<file path="src/design/assert_macros.svh">
// ----------------------------------------------------------------------------
// assert_macros.svh
// Assertion helpers shared by the septet unpacker modules.
// ----------------------------------------------------------------------------
`ifndef ASSERT_MACROS_SVH
`define ASSERT_MACROS_SVH

`ifndef SYNTHESIS

// Check a property on the rising clock edge, skipped while in reset.
`define SPU_ASSERT(label, prop, msg) \
  label: assert property (@(posedge clk_i) disable iff (!rst_ni) (prop)) \
    else $error(msg);

// Check a property on every rising clock edge, reset included.
`define SPU_ASSERT_ALWAYS(label, prop, msg) \
  label: assert property (@(posedge clk_i) (prop)) \
    else $error(msg);

`else

`define SPU_ASSERT(label, prop, msg)
`define SPU_ASSERT_ALWAYS(label, prop, msg)

`endif

`endif

</file>
<file path="src/design/spu_pkg.sv">
// ----------------------------------------------------------------------------
// spu_pkg
// Types and constants of the SMS user-data septet unpacker.
// ----------------------------------------------------------------------------
package spu_pkg;

  // Character mapping: above '9' subtract 55, otherwise subtract 48.
  localparam logic [7:0] CHAR_NINE     = 8'd57;
  localparam logic [7:0] ALPHA_OFFSET  = 8'd55;
  localparam logic [7:0] DIGIT_OFFSET  = 8'd48;

  localparam int unsigned SEPTET_BITS  = 7;
  localparam int unsigned OCTET_BITS   = 8;
  localparam int unsigned ACC_BITS     = 2 * SEPTET_BITS;

  // Result queue depth; must hold at least one full two-result push.
  localparam int unsigned QUEUE_DEPTH  = 4;

  typedef struct packed {
    logic [7:0] hex_char;
    logic       message_start;
    logic       binary_mode;
  } spu_in_t;

  typedef struct packed {
    logic [7:0] code;
    logic       last;
    logic       empty_res;
  } spu_out_t;

  // Results produced by one character: 0, 1 or 2 of them, r0 first.
  typedef struct packed {
    logic [1:0] cnt;
    spu_out_t   r0;
    spu_out_t   r1;
  } spu_push_t;

endpackage

</file>
<file path="src/design/spu_core.sv">
// ----------------------------------------------------------------------------
// spu_core
// Input register, message state and one-pass nibble/septet decode.
// ----------------------------------------------------------------------------
`include "assert_macros.svh"

module spu_core (
  input  logic               clk_i,
  input  logic               rst_ni,
  input  logic               in_valid_i,
  output logic               in_stall_o,
  input  spu_pkg::spu_in_t   in_data_i,
  input  logic               room_i,
  output spu_pkg::spu_push_t push_o
);

  localparam int unsigned AccW = spu_pkg::ACC_BITS;

  logic             in_valid_q, in_valid_d;
  spu_pkg::spu_in_t in_data_q;
  logic             accept, fire;

  logic [3:0]      high_q, high_d;
  logic            phase_q, phase_d;
  logic            have_len_q, have_len_d;
  logic            done_q, done_d;
  logic            raw_q, raw_d;
  logic [7:0]      count_q, count_d;
  logic [7:0]      emitted_q, emitted_d;
  logic [AccW-1:0] acc_q, acc_d;
  logic [2:0]      held_q, held_d;

  // Working values after a message start has been applied.
  logic [3:0]      high_e;
  logic            phase_e, have_len_e, done_e, raw_e;
  logic [7:0]      count_e, emitted_e;
  logic [AccW-1:0] acc_e, acc_or;
  logic [2:0]      held_e;
  logic [7:0]      diff, octet, em1, em2;
  logic [3:0]      nib, held8;
  logic            d1, second;

  assign fire       = in_valid_q && room_i;
  assign in_stall_o = in_valid_q && !room_i;
  assign accept     = in_valid_i && !in_stall_o;

  always_comb begin
    in_valid_d = in_valid_q;
    if (accept) begin
      in_valid_d = 1'b1;
    end else if (fire) begin
      in_valid_d = 1'b0;
    end
  end

  always_comb begin
    high_e     = high_q;
    phase_e    = phase_q;
    have_len_e = have_len_q;
    done_e     = done_q;
    raw_e      = raw_q;
    count_e    = count_q;
    emitted_e  = emitted_q;
    acc_e      = acc_q;
    held_e     = held_q;
    if (in_data_q.message_start) begin
      high_e     = '0;
      phase_e    = 1'b0;
      have_len_e = 1'b0;
      done_e     = 1'b0;
      raw_e      = in_data_q.binary_mode;
      count_e    = '0;
      emitted_e  = '0;
      acc_e      = '0;
      held_e     = '0;
    end

    diff   = (in_data_q.hex_char > spu_pkg::CHAR_NINE) ?
             in_data_q.hex_char - spu_pkg::ALPHA_OFFSET :
             in_data_q.hex_char - spu_pkg::DIGIT_OFFSET;
    nib    = diff[3:0];
    octet  = {high_e, nib};
    acc_or = acc_e | (AccW'(octet) << held_e);
    held8  = {1'b0, held_e} + 4'd8;
    em1    = emitted_e + 8'd1;
    em2    = emitted_e + 8'd2;
    d1     = (em1 == count_e);
    second = (held8 >= 4'(2 * spu_pkg::SEPTET_BITS)) && !d1;

    high_d     = high_e;
    phase_d    = phase_e;
    have_len_d = have_len_e;
    done_d     = done_e;
    raw_d      = raw_e;
    count_d    = count_e;
    emitted_d  = emitted_e;
    acc_d      = acc_e;
    held_d     = held_e;
    push_o     = '0;

    if (fire && !done_e) begin
      if (!phase_e) begin
        high_d  = nib;
        phase_d = 1'b1;
      end else begin
        phase_d = 1'b0;
        if (!have_len_e) begin
          have_len_d = 1'b1;
          count_d    = octet;
          emitted_d  = '0;
          if (octet == 8'd0) begin
            done_d          = 1'b1;
            push_o.cnt      = 2'd1;
            push_o.r0.code  = '0;
            push_o.r0.last  = 1'b1;
            push_o.r0.empty_res = 1'b1;
          end
        end else if (raw_e) begin
          emitted_d      = em1;
          done_d         = d1;
          push_o.cnt     = 2'd1;
          push_o.r0.code = octet;
          push_o.r0.last = d1;
        end else if (emitted_e != count_e) begin
          // Low septet always completes; a second one when 14 bits are held and the first is not the last.
          push_o.r0.code = {1'b0, acc_or[spu_pkg::SEPTET_BITS-1:0]};
          if (second) begin
            push_o.cnt     = 2'd2;
            push_o.r0.last = 1'b0;
            push_o.r1.code = {1'b0, acc_or[AccW-1:spu_pkg::SEPTET_BITS]};
            push_o.r1.last = (em2 == count_e);
            emitted_d      = em2;
            done_d         = (em2 == count_e);
            acc_d          = '0;
            held_d         = 3'(held8 - 4'(2 * spu_pkg::SEPTET_BITS));
          end else begin
            push_o.cnt     = 2'd1;
            push_o.r0.last = d1;
            emitted_d      = em1;
            done_d         = d1;
            acc_d          = acc_or >> spu_pkg::SEPTET_BITS;
            held_d         = 3'(held8 - 4'(spu_pkg::SEPTET_BITS));
          end
        end
      end
    end else if (fire) begin
      // Idle: only a message start changes state.
      raw_d = raw_e;
    end
  end

  always_ff @(posedge clk_i or negedge rst_ni) begin
    if (!rst_ni) begin
      in_valid_q <= 1'b0;
      high_q     <= '0;
      phase_q    <= 1'b0;
      have_len_q <= 1'b0;
      done_q     <= 1'b1;
      raw_q      <= 1'b0;
      count_q    <= '0;
      emitted_q  <= '0;
      acc_q      <= '0;
      held_q     <= '0;
    end else begin
      in_valid_q <= in_valid_d;
      if (fire) begin
        high_q     <= high_d;
        phase_q    <= phase_d;
        have_len_q <= have_len_d;
        done_q     <= done_d;
        raw_q      <= raw_d;
        count_q    <= count_d;
        emitted_q  <= emitted_d;
        acc_q      <= acc_d;
        held_q     <= held_d;
      end
    end
  end

  always_ff @(posedge clk_i) begin
    if (accept) begin
      in_data_q <= in_data_i;
    end
  end

  `SPU_ASSERT(a_two_not_first_last, (push_o.cnt == 2'd2) |-> !push_o.r0.last,
              "first of two results flagged last")
  `SPU_ASSERT(a_empty_alone, push_o.r0.empty_res |->
              (push_o.cnt == 2'd1 && push_o.r0.last && push_o.r0.code == 8'd0),
              "empty result malformed")
  `SPU_ASSERT(a_last_goes_idle, (push_o.cnt != 2'd0 &&
              (push_o.cnt == 2'd2 ? push_o.r1.last : push_o.r0.last)) |=> done_q,
              "final result did not leave the block idle")

endmodule

</file>
<file path="src/design/spu_outq.sv">
// ----------------------------------------------------------------------------
// spu_outq
// Result queue: takes up to two results a cycle, hands out one while out_stall_i is low.
// ----------------------------------------------------------------------------
`include "assert_macros.svh"

module spu_outq #(
  parameter int unsigned Depth = spu_pkg::QUEUE_DEPTH
) (
  input  logic               clk_i,
  input  logic               rst_ni,
  input  spu_pkg::spu_push_t push_i,
  output logic               room_o,
  output logic               out_valid_o,
  input  logic               out_stall_i,
  output spu_pkg::spu_out_t  out_data_o
);

  localparam int unsigned PtrW = (Depth > 1) ? $clog2(Depth) : 1;
  localparam int unsigned CntW = $clog2(Depth + 1);

  spu_pkg::spu_out_t mem_q [Depth];
  logic [PtrW-1:0]   rd_q, rd_d, wr_q, wr_d, wr_n1, wr_n2;
  logic [CntW-1:0]   cnt_q, cnt_d;
  logic              pop;

  function automatic logic [PtrW-1:0] ptr_inc(input logic [PtrW-1:0] p);
    ptr_inc = (p == PtrW'(Depth - 1)) ? '0 : p + 1'b1;
  endfunction

  assign pop         = (cnt_q != '0) && !out_stall_i;
  assign out_valid_o = (cnt_q != '0);
  assign out_data_o  = mem_q[rd_q];
  // Leave space for a full two-result push.
  assign room_o      = (cnt_q <= CntW'(Depth - 2));

  assign wr_n1 = ptr_inc(wr_q);
  assign wr_n2 = ptr_inc(wr_n1);

  always_comb begin
    rd_d  = pop ? ptr_inc(rd_q) : rd_q;
    case (push_i.cnt)
      2'd1:    wr_d = wr_n1;
      2'd2:    wr_d = wr_n2;
      default: wr_d = wr_q;
    endcase
    cnt_d = cnt_q + CntW'(push_i.cnt) - CntW'(pop);
  end

  always_ff @(posedge clk_i or negedge rst_ni) begin
    if (!rst_ni) begin
      rd_q  <= '0;
      wr_q  <= '0;
      cnt_q <= '0;
    end else begin
      rd_q  <= rd_d;
      wr_q  <= wr_d;
      cnt_q <= cnt_d;
    end
  end

  always_ff @(posedge clk_i) begin
    if (push_i.cnt != 2'd0) begin
      mem_q[wr_q] <= push_i.r0;
    end
    if (push_i.cnt == 2'd2) begin
      mem_q[wr_n1] <= push_i.r1;
    end
  end

  `SPU_ASSERT(a_cnt_bound, cnt_q <= CntW'(Depth), "queue overfilled")
  `SPU_ASSERT(a_push_has_room, (push_i.cnt != 2'd0) |-> room_o,
              "push into queue without room")
  `SPU_ASSERT(a_cnt_track, 1'b1 |=> (cnt_q == CntW'($past(cnt_q) +
              CntW'($past(push_i.cnt)) - CntW'($past(pop)))),
              "queue fill count out of step")

endmodule

</file>
<file path="src/design/sms_pdu_septet_unpacker_unit.sv">
// ----------------------------------------------------------------------------
// sms_pdu_septet_unpacker_unit
// SMS user-data hex text in, GSM septets (or raw octets) out.
// ----------------------------------------------------------------------------
//  channel | direction | handshake           | payload
//  --------+-----------+---------------------+---------------------------------
//  in      | input     | in_valid_i/in_stall_o   | hex_char, message_start, binary_mode
//  out     | output    | out_valid_o/out_stall_i | code, last, empty_res
//
//  One character per cycle enters while in_stall_o is low; it waits in the input
//  register until the queue has room, and is then decoded into the queue.
//  A character yields up to two results; the queue drains one per cycle while
//  out_stall_i is low; input stalls while fewer than two queue entries are free.
//  Reset leaves the block idle until a character with message_start.
// ----------------------------------------------------------------------------
module sms_pdu_septet_unpacker_unit #(
  parameter int unsigned QueueDepth = spu_pkg::QUEUE_DEPTH
) (
  input  logic              clk_i,
  input  logic              rst_ni,
  input  logic              in_valid_i,
  output logic              in_stall_o,
  input  spu_pkg::spu_in_t  in_data_i,
  output logic              out_valid_o,
  input  logic              out_stall_i,
  output spu_pkg::spu_out_t out_data_o
);

  spu_pkg::spu_push_t push;
  logic               room;

  spu_core u_core (
    .clk_i      (clk_i),
    .rst_ni     (rst_ni),
    .in_valid_i (in_valid_i),
    .in_stall_o (in_stall_o),
    .in_data_i  (in_data_i),
    .room_i     (room),
    .push_o     (push)
  );

  spu_outq #(
    .Depth (QueueDepth)
  ) u_outq (
    .clk_i       (clk_i),
    .rst_ni      (rst_ni),
    .push_i      (push),
    .room_o      (room),
    .out_valid_o (out_valid_o),
    .out_stall_i (out_stall_i),
    .out_data_o  (out_data_o)
  );

endmodule

</file>
<file path="config.mk">
export PLATFORM = sky130hd
export DESIGN_NAME = sms_pdu_septet_unpacker_unit
export DESIGN_NICKNAME = d
export VERILOG_FILES = /design/src/design/spu_pkg.sv /design/src/design/spu_core.sv /design/src/design/spu_outq.sv /design/src/design/sms_pdu_septet_unpacker_unit.sv
export VERILOG_INCLUDE_DIRS = /design/src /design/src/design
export SDC_FILE = /design/constraint.sdc
export NUM_CORES = 1
export LEC_CHECK = 0
export ABC_AREA = 1
export BUFFER_PORTS_ARGS = -buffer_cell sky130_fd_sc_hd__buf_2
export CAP_MARGIN = 20
export CORE_MARGIN = 8
export CORE_UTILIZATION = 41
export CTS_CLUSTER_DIAMETER = 150
export CTS_CLUSTER_SIZE = 14
export DETAILED_ROUTE_END_ITERATION = 8
export SYNTH_ARGS = -nofsm -noshare
export SYNTH_HDL_FRONTEND = slang
export SYNTH_SLANG_ARGS = --single-unit
</file>
<file path="constraint.sdc">
create_clock -name clk_i -period 6.5 [get_ports clk_i]
set_input_delay 0.325 -clock clk_i [delete_from_list [all_inputs] [get_ports clk_i]]
set_output_delay 0.325 -clock clk_i [all_outputs]
set_load 0.05 [all_outputs]
</file>
==> reports/qor.txt, run 1 <==
share of post-route cells with drive strength above 1: 0.114
asr flop ratio synth: 0.495
vias after detailed routing: 6301
CTS Buf Count: 9
Worst VDD drop: 0.000200 V
Crit Reg-Reg Startpoint: u_core.in_data_q[1]$_DFFE_PP_
Mapped Cells: 919
crit path max fanout: 30
DIE WIDTH: 145 µm
Post-CTS Hold Buffers: 0
Yosys cell types: 53
DR WL/cell: 17.0 µm
post-route ant nets: 0
die height: 145 µm
placed inst area: 7110 µm²
Final nets: 964
CTS clk-pin slew, worst paths: 0.09 ns
GRT overflow: 0
Finish-stage setup viols: 0
total track usage: 0.188
Seq/Total Area, Yosys: 0.388
DRC Markers: 0
first-pass GRT wire length: 32300 µm
Syn-to-layout area delta: 8.81%
total routed wirelength: 19700 µm
CP Class: reg2reg
diode count: 0
DR pass1 iterations: 6
Cell Area, Synth: 6830 µm²
total of max-cap violations: 0
port bufs: 25
CTS H-tree lvls: 3
Core Region: 16400 µm²
FMAX: 224 MHz
die footprint: 21000 µm²
required time worst endpoint: 6.59 ns
CTS max path bufs: 2
Pwr Total: 3.22 mW
status: complete, no violations
CP Launch Type: flip-flop
Worst EP arrival: 4.56 ns
number of synthesized register bits: 99
GPL Wtd Cong: 0.921
critical path capture point type: flip-flop
cell area after layout: 7430 µm²
Synth Flop Type: dfrtp_1
worst clock skew: 0.0186 ns
mean post-synth cell area: 7.43 µm²
Iteration-0 DRC Markers: 544
TritonCTS clock tree: yes
maximum number of pins on one net before global-route repair: 50
worst rel slew slack: 0.401
PostCTS Resize Cnt: 0
period utilization: 0.687
RSZ-0062 raised after global routing: no
drt via density: 5.45
number of global-route vias before repair: 5968
top cells by count, synth: nand2_1, nor2_1, inv_1
Std-Cell Rows: 47
FF-to-FF End: u_outq.mem_q[2][1]$_DFFE_PP_
Root Driver: clkbuf_16
Hold Path Class: in2async
post-CTS setup repair buffer count: 0
shortest period the worst path allows: 4.47 ns
EDFF count, synth: 42
leading area contributor after synthesis: edfxtp_1
reg2reg path depth: 23
total of warnings raised by yosys: 0
PD cells: 433 nW/µm²
Ports: 26
clk sinks: 99
worst skew pair latency: 0.37 ns
main area contributors after synthesis: edfxtp_1, dfrtp_1, nand2_1
Setup TNS: 0 ns
antenna violations before repair: 0
endpoints failing hold: 0
Starting Density: 0.416
Synthesized Nets: 951
worst reg2reg setup slack: 2.03 ns
Slew Limit Fails: 0
Leak: 3.25 nW
Hold WS: 0.0742 ns
DP Wirelength: 14800 µm
Worst Tran Pin Value: 0.889 ns
most frequent cell after synthesis: nand2_1
share of the synthesized area in the top cell type: 0.185
## logic make-up (layout without fill, tap and decap cells)
logic type / Yosys count / count (layout) / share of synthesized area
flip-flops: 99 / 99 / 0.388
AO/OA/AOI/OAI: 202 / 202 / 0.171
AND/OR/NAND/NOR: 439 / 439 / 0.294
buffers and inverters: 143 / 161 / 0.0890
adder cells (fa/ha/maj): 18 / 18 / 0.0341
XOR/XNOR: 18 / 18 / 0.0231
## layout make-up
class	instances	area, µm²
multi-input combinational	677	3570
timing repair buffer	34	193
clock inverter	7	95.1
tap	220	275
sequential	99	2650
clock buffer	9	225
fill	1649	8980
inverter	111	422
## per-stage QoR
stage	std cells	setup WS, ns	util
global route	1157	1.68	0.453
floorplan	919	2.95	-
global placement	1141	2.27	0.433
finish	1157	2.03	0.453
CTS	1157	2.08	0.453
detailed placement	1141	2.11	0.433
## cell usage in the layout (no fill, tap or decap), drive strengths merged, types with 9 or more instances in the layout
master  count
buf        34
nand3      82
ha         17
clkbuf      9
dfrtp      48
nand4      14
o22ai      32
a21oi      41
o21ai      97
edfxtp     42
xor2       15
nor2      113
inv       113
nand2     223
## where the power goes
group / internal [mW] / switching (mW) / total, mW
combinational: 0.480 / 1.24 / 1.72
sequential: 0.809 / 0.116 / 0.925
clock: 0.310 / 0.265 / 0.576
total: 1.60 / 1.62 / 3.22
## worst max-delay path, cell delays in order (launching register included)
cell	delay, ns
edfxtp_1	0.36
buf_4	0.27
inv_6	0.29
nand2_2	0.17
inv_1	0.16
ha_1	0.33
nand3_2	0.16
inv_2	0.11
nand2_1	0.07
nand2_1	0.10
nand3_1	0.07
nand2_1	0.09
nand2_1	0.09
nor2_4	0.15
nand2_4	0.08
nand2_4	0.17
nand2_2	0.10
nand3_2	0.10
nand2_4	0.10
ha_1	0.28
nand2_1	0.32
clkinv_1	0.33
a21oi_1	0.22
a21oi_1	0.05
## worst max path at each step
stage	start	endpoint	slack, ns	depth (start not counted)
floorplan	u_core.in_data_q[1]$_DFFE_PP_	u_outq.mem_q[0][1]$_DFFE_PP_	2.95	21
global placement	u_core.in_data_q[1]$_DFFE_PP_	u_outq.mem_q[2][1]$_DFFE_PP_	2.27	23
detailed placement	u_core.in_data_q[1]$_DFFE_PP_	u_outq.mem_q[2][1]$_DFFE_PP_	2.11	23
CTS	u_core.in_data_q[1]$_DFFE_PP_	u_outq.mem_q[2][1]$_DFFE_PP_	2.08	23
global route	u_core.in_data_q[1]$_DFFE_PP_	u_outq.mem_q[2][1]$_DFFE_PP_	1.68	23
finish	u_core.in_data_q[1]$_DFFE_PP_	u_outq.mem_q[2][1]$_DFFE_PP_	2.03	23
## registers in the layout (all words and copies together), names as in the netlist
name	cells
u_core.done_q	1
u_core.count_q	8
u_core.raw_q	1
u_core.in_valid_q	1
u_core.emitted_q	8
u_core.acc_q	14
u_core.held_q	3
u_outq.cnt_q	3
u_core.have_len_q	1
u_outq.mem_q	40
u_core.in_data_q	10
u_core.phase_q	1
u_outq.wr_q	2
u_outq.rd_q	2
u_core.high_q	4
## layer usage
layer | track usage | share of wire
met1 | 0.248 | 0.46
met2 | 0.298 | 0.46
met3 | 0.0267 | 0.041
met4 | 0.0963 | 0.046
met5 | 0 | 0
(Power assumes the default switching activity.)
==> run 2: changes to the inputs <==
- ABC_AREA: 1 -> 0
- clock period: 6.5 -> 4.33 ns (I/O delays scaled with it)
==> run 2 against run 1 <==
  * Clock-buffer cell count unchanged
  * Sequential share of layout area grew 2.4 points
  * Critical path depth decreased by 12
  * Critical path type unchanged
  * Highest routed layer unchanged
==> reports/qor.txt, run 2 <==
status: complete, no violations
DRC Markers: 0 (unchanged)
largest registers: u_outq.mem_q (40), u_core.acc_q (14), u_core.in_data_q (10)
asr flop ratio synth: 0.495 (unchanged)
Synthesized Nets: 692 (-27%)
top cells by count, synth: nand2_1, dfrtp_1, o21ai_0
total track usage: 0.188 (-0.000295)
most frequent cell after synthesis: nand2_1
P_sw: 1.78 mW (+9.9%)
post-route ant nets: 0 (unchanged)
Seq/Total Area, Yosys: 0.416 (+0.0278)
Combinational Power Share: 0.424 (-0.110)
DR pass1 iterations: 5 (-1)
Final nets: 703 (-27%)
Root Driver: clkbuf_16
Starting Density: 0.419 (+0.00295)
Iteration-0 DRC Markers: 683 (+26%)
required time worst endpoint: 4.44 ns (-2.15 ns)
most frequent cells in the layout: nand2_1, dfrtp_1, o21ai_0
CTS max path bufs: 2 (unchanged)
Cell Area, Synth: 6370 µm² (-6.7%)
first-pass GRT wire length: 29300 µm (-9.0%)
clk sinks: 99 (unchanged)
most flop-heavy register: u_outq.mem_q
die height: 141 µm (-3.0%)
TritonCTS clock tree: yes
Setup TNS: 0 ns (unchanged)
leading area contributor after synthesis: edfxtp_1
clock network power share: 0.201 (+0.022)
share of the synthesized area in the top cell type: 0.198 (+0.0132)
max reg flops: 40 (unchanged)
reg2reg path depth: 11 (-52%)
EDFF count, synth: 42 (unchanged)
Pwr Total: 3.99 mW (+24%)
Leak: 2.67 nW (-18%)
DP Wirelength: 13400 µm (-9.7%)
Reg power frac: 0.375 (+0.088)
maximum number of pins on one net before global-route repair: 50 (unchanged)
Worst VDD drop: 0.000269 V (+35%)
Yosys cell types: 75 (+42%)
Hold Path Stages: 1
CP Cell Sequence: nor2b_1 > ha_1 > nand2_1 > o31a_1 > or4_4 > a21oi_1 > inv_1 > ha_1 > nand2_1 > nor3_1 > a31o_2
CTS Buf Count: 9 (unchanged)
dpl ws: 0.406 ns (-1.70 ns)
Synth Flop Type: dfrtp_1
RSZ-0062 raised after global routing: no
Syn-to-layout area delta: 9.33%
number of synthesized register bits: 99 (unchanged)
period utilization: 0.932 (+0.245)
Hold WS: 0.0354 ns (-0.0388 ns)
DIE WIDTH: 141 µm (-3.0%)
Setup WS post-layout: 0.293 ns (-1.74 ns)
Worst Tran Pin Value: 0.960 ns (+0.0711 ns)
Std-Cell Rows: 45 (-4.3%)
placed insts: 847 (-26%)
Hold Crit Start: in_data_i[3]
cell area after layout: 6970 µm² (-6.2%)
Filler Cell Count: 1442 (-13%)
port bufs: 25 (unchanged)
share of post-route cells with drive strength above 1: 0.139 (+0.0249)
number of global-route vias before repair: 5267 (-12%)
most common cell after layout, fill and taps aside: nand2_1
PD cells: 572 nW/µm² (+32%)
Finish-stage setup viols: 0 (unchanged)
Crit Reg-Reg Startpoint: u_core.emitted_q[1]$_DFFE_PN0P_
CTS H-tree lvls: 3 (unchanged)
worst reg2reg setup slack: 0.29 ns (-1.74 ns)
drt via density: 6.30 (+16%)
Post-Layout Cell Count: 864 (-25%)
GRT overflow: 0 (unchanged)
FMAX: 248 MHz (+11%)
post-CTS setup repair buffer count: 0 (unchanged)
total routed wirelength: 18100 µm (-7.9%)
CP peak stage delay: 0.56 ns (+0.20 ns)
Core Region: 15200 µm² (-7.3%)
CP Class: reg2reg
Hold Path Class: in2reg
Ports: 26 (unchanged)
DR WL/cell: 21.0 µm (+23%)
total of max-cap violations: 0 (unchanged)
FF/Latch Area: 2650 µm² (unchanged)
worst rel slew slack: 0.354 (-0.0470)
CP Launch Type: flip-flop
vias after detailed routing: 5439 (-14%)
Worst EP arrival: 4.15 ns (-0.41 ns)
placed inst area: 6660 µm² (-6.3%)
total of warnings raised by yosys: 0 (unchanged)
Sw Ratio: 0.447 (-0.0565)
mean post-synth cell area: 9.66 µm² (+30%)
die footprint: 19800 µm² (-6.0%)
post-layout util: 0.458 (+0.00536)
worst clock skew: 0.0105 ns (-0.00810 ns)
worst skew pair latency: 0.36 ns (about the same)
area of the multi-input gates: 3450 µm² (-3.5%)
crit path max fanout: 16 (-47%)
antenna violations before repair: 0 (unchanged)
Pint: 2.21 mW (+38%)
CTS clk-pin slew, worst paths: 0.08 ns (about the same)
shortest period the worst path allows: 4.04 ns (-0.429 ns)
Crit-path slowest cell: dfrtp_1
Mapped Cells: 660 (-28%)
crit path from: u_core.emitted_q[1]$_DFFE_PN0P_
diode count: 0 (unchanged)
critical path capture point type: flip-flop
endpoints failing hold: 0 (unchanged)
Slew Limit Fails: 0 (unchanged)
GPL Wtd Cong: 0.954 (+3.6%)
main area contributors after synthesis: edfxtp_1, dfrtp_1, mux4_2
[run 2: cell types whose count changed after synthesis, moves of 11 or more]
cell      previous run  this run
and2_1               0        12
inv_1               99        23
o21ai_0             81        46
mux4_2               0        11
mux2i_1              0        21
nand2b_1             0        13
nand2_1            204        54
nand3_1             77        33
o22ai_1             32         4
nor2_1             102        33
[run 2: layout make-up]
| type | instances | share of cell area |
|---|---|---|
| clock buffers | 9 | 0.0323 |
| clock inverters | 7 | 0.0101 |
| inverters | 23 | 0.0124 |
| multi-input cells | 496 | 0.495 |
| flip-flops and latches | 99 | 0.380 |
| well taps | 188 | 0.0338 |
| repair buffers | 42 | 0.0366 |
[run 2: path summary, 6_finish.rpt]
| kind | end |
|---|---|
| worst max register to register | u_outq.mem_q[1][6]$_DFFE_PP_ |
| worst max-delay path | u_outq.mem_q[1][6]$_DFFE_PP_ |
| min in group asynchronous | u_core.emitted_q[7]$_DFFE_PN0P_ |
| worst min register to register | u_core.acc_q[5]$_DFFE_PN0P_ |
| max in group asynchronous | u_core.acc_q[3]$_DFFE_PN0P_ |
| worst min-delay path | u_core.in_data_q[3]$_DFFE_PP_ |
[run 2: cell families after synthesis]
kind of cell	count (synthesis)	synth area share
and+or+nand+nor	229	0.192
AOI/OAI and AO/OA	185	0.194
DFF	99	0.416
buffers and inverters	65	0.0436
muxes	39	0.0842
xor gates and xnor gates	25	0.0344
adders and majority gates	18	0.0365
[run 2: timing repair]
item	4_1_cts	5_1_grt
hold buffers	1	0
endpoints found under the setup margin	0	0
hold endpoints to repair	2	0
resized for setup	0	0
[run 2: layer usage]
| metal | vias to the layer above | share of wire | GRT usage |
|---|---|---|---|
| met5 | - | 0 | 0 |
| met1 | 2621 | 0.45 | 0.262 |
| met2 | 251 | 0.45 | 0.282 |
| met3 | 35 | 0.078 | 0.0371 |
| li1 | 2532 | - | - |
| met4 | 0 | 0.027 | 0.0718 |
[run 2: critical path: cells and delay by family (launching register included)]
family / cells / cell delay, ns
flip-flops: 1 / 0.56
buffers and inverters: 1 / 0.11
adder cells (fa/ha/maj): 2 / 0.68
AO/OA/AOI/OAI: 3 / 0.91
AND/OR/NAND/NOR: 5 / 1.52
[run 2: power by group through the flow]
stage / Combinational, mW / Sequential [mW] / Clock [mW]
CTS: 1.68 / 1.49 / 0.814
detailed placement: 1.67 / 1.51 / 0
floorplan: 1.38 / 1.31 / 0
finish: 1.69 / 1.50 / 0.801
global placement: 1.65 / 1.50 / 0
global route: 1.85 / 1.53 / 0.851
==> run 3: changes to the inputs <==
- HOLD_SLACK_MARGIN: default -> 0.15
==> run 3 against run 2 <==
  * Sequential power barely moved
  * Sequential share of layout area shrank 0.59 points
  * Via count about the same
  * Total power increased by 0.17%
  * Design area is 1.6% higher
  * Utilization rose by 0.72 points
  * Non-clock buffer count grew 11
  * Die area stayed put
  * Largest power group unchanged
  * Register-to-register slack better by 0.02 ns
  * First-iteration DRC count fell by 9.2%
  * Combinational power about the same
==> reports/qor.txt, run 3 (same netlist as run 2, synthesis figures left out) <==
status: complete, no violations
worst skew pair latency: 0.36 ns (about the same)
CP peak stage delay: 0.56 ns (about the same)
Crit-path slowest cell: or4_4
Most Used Layer, Global Route: met2
GRT overflow: 0 (unchanged)
clk sinks: 99 (unchanged)
CP Class: reg2reg
most frequent cells in the layout: nand2_1, dfrtp_1, o21ai_0
port bufs: 25 (unchanged)
FF/Latch Area: 2650 µm² (unchanged)
CP Buf/Inv Count: 1 (unchanged)
period utilization: 0.927 (-0.00501)
GR Util met2: 0.285 (+0.00381)
first-pass GRT wire length: 29500 µm (+0.68%)
most common cell after layout, fill and taps aside: nand2_1
Worst EP arrival: 4.12 ns (-0.03 ns)
Setup TNS: 0 ns (unchanged)
Ports: 26 (unchanged)
M3 GR Usage: 0.0385 (+0.00135)
Pwr Total: 3.99 mW (+0.17%)
max reg flops: 40 (unchanged)
CP Launch Type: flip-flop
CTS H-tree lvls: 3 (unchanged)
DR pass1 iterations: 6 (+1)
DRC Markers: 0 (unchanged)
Slew Limit Fails: 0 (unchanged)
Hold Path Class: in2reg
area of the multi-input gates: 3450 µm² (unchanged)
Worst VDD drop: 0.000268 V (-0.37%)
maximum number of pins on one net before global-route repair: 50 (unchanged)
drt via density: 6.22 (-1.2%)
die height: 141 µm (unchanged)
total routed wirelength: 18200 µm (+0.43%)
Syn-to-layout area delta: 11.1%
CP Cell Sequence: nor2b_1 > ha_1 > nand2_1 > o31a_1 > or4_4 > a21oi_1 > inv_1 > ha_1 > nand2_1 > nor3_1 > a31o_2
RSZ-0062 raised after global routing: no
FMAX: 249 MHz (+0.54%)
worst clock skew: 0.0116 ns (+0.00112 ns)
vias after detailed routing: 5444 (+0.092%)
Leak: 2.72 nW (+1.7%)
CTS Buf Count: 9 (unchanged)
diode count: 0 (unchanged)
share of post-route cells with drive strength above 1: 0.137 (-0.00223)
delay-heaviest family, CP: simple AND/OR/NAND/NOR gates
total of max-cap violations: 0 (unchanged)
crit path max fanout: 16 (unchanged)
Final nets: 714 (+1.6%)
endpoints failing hold: 0 (unchanged)
required time worst endpoint: 4.44 ns (about the same)
GPL Wtd Cong: 0.954 (unchanged)
critical path capture point type: flip-flop
shortest period the worst path allows: 4.01 ns (-0.0217 ns)
die footprint: 19800 µm² (unchanged)
PD cells: 564 nW/µm² (-1.4%)
TritonCTS clock tree: yes
DIE WIDTH: 141 µm (unchanged)
post-route ant nets: 0 (unchanged)
Finish-stage setup viols: 0 (unchanged)
Root Driver: clkbuf_16
CTS max path bufs: 2 (unchanged)
largest registers: u_outq.mem_q (40), u_core.acc_q (14), u_core.in_data_q (10)
Std-Cell Rows: 45 (unchanged)
number of global-route vias before repair: 5314 (+0.89%)
Filler Cell Count: 1433 (-0.62%)
DR WL/cell: 20.8 µm (-0.83%)
DP Wirelength: 13400 µm (unchanged)
antenna violations before repair: 0 (unchanged)
CTS clk-pin slew, worst paths: 0.08 ns (about the same)
total track usage: 0.189 (+0.00130)
Starting Density: 0.419 (unchanged)
Core Region: 15200 µm² (unchanged)
worst rel slew slack: 0.359 (+0.00569)
met1 Usage GRT: 0.262 (about the same)
Iteration-0 DRC Markers: 620 (-9.2%)
Worst Tran Pin Value: 0.952 ns (-0.00846 ns)
most flop-heavy register: u_outq.mem_q
run 3: path summary, 6_finish.rpt:
| kind | from | end | slack (ns) | cells after the start |
|---|---|---|---|---|
| max | u_core.emitted_q[1]$_DFFE_PN0P_ | u_outq.mem_q[1][6]$_DFFE_PP_ | 0.32 | 11 |
| min | out_stall_i | u_outq.rd_q[0]$_DFFE_PN0P_ | 0.27 | 3 |
| max reg2reg | u_core.emitted_q[1]$_DFFE_PN0P_ | u_outq.mem_q[1][6]$_DFFE_PP_ | 0.32 | 11 |
| min reg2reg | u_core.acc_q[5]$_DFFE_PN0P_ | u_core.acc_q[5]$_DFFE_PN0P_ | 0.49 | 2 |
| max in group asynchronous | rst_ni | u_core.acc_q[3]$_DFFE_PN0P_ | 3.36 | 3 |
| min in group asynchronous | rst_ni | u_core.emitted_q[7]$_DFFE_PN0P_ | 0.51 | 3 |
run 3: what timing repair did:
action | CTS | global route
gates resized for setup | 0 | 0
hold endpoints to repair | 59 | 0
buffers inserted | 0 | 0
hold buffers | 12 | 0
run 3: report_power, final:
group | internal [mW] | switching [mW] | total, mW
clock | 0.404 | 0.394 | 0.798
combinational | 0.656 | 1.04 | 1.70
sequential | 1.15 | 0.346 | 1.50
run 3: stage by stage:
| stage | cells | utilization | setup WS, ns | hold slack [ns] | cell area, µm² |
|---|---|---|---|---|---|
| 3_3_place_gp | 847 | 0.438 | 0.495 | 0.376 | 6660 |
| 3_5_place_dp | 847 | 0.438 | 0.406 | 0.381 | 6660 |
| 2_1_floorplan | 660 | - | 0.165 | -0.0791 | 6370 |
| 5_1_grt | 875 | 0.466 | 0.0725 | 0.278 | 7080 |
| 4_1_cts | 875 | 0.466 | 0.387 | 0.263 | 7080 |
| 6_report | 875 | 0.466 | 0.315 | 0.274 | 7080 |
run 3: cell type report:
class                   count  area share
multi-input cells         496       0.487
flip-flops and latches     99       0.374
repair buffers             53      0.0516
well taps                 188      0.0332
clock buffers               9      0.0318
inverters                  23      0.0122
clock inverters             7     0.00990
run 3: worst register-to-register path: cells and delay by family, from the launching register on:
family / cells / cell delay (ns)
simple gates: 5 / 1.52
fa+ha+maj: 2 / 0.68
compound gates: 3 / 0.91
buf+inv: 1 / 0.12
flops: 1 / 0.55
run 3: layer usage:
metal | routed length, µm | share of wire
met1 | 8220 | 0.45
met3 | 1360 | 0.075
met2 | 8120 | 0.45
met4 | 482 | 0.027
met5 | 0 | 0
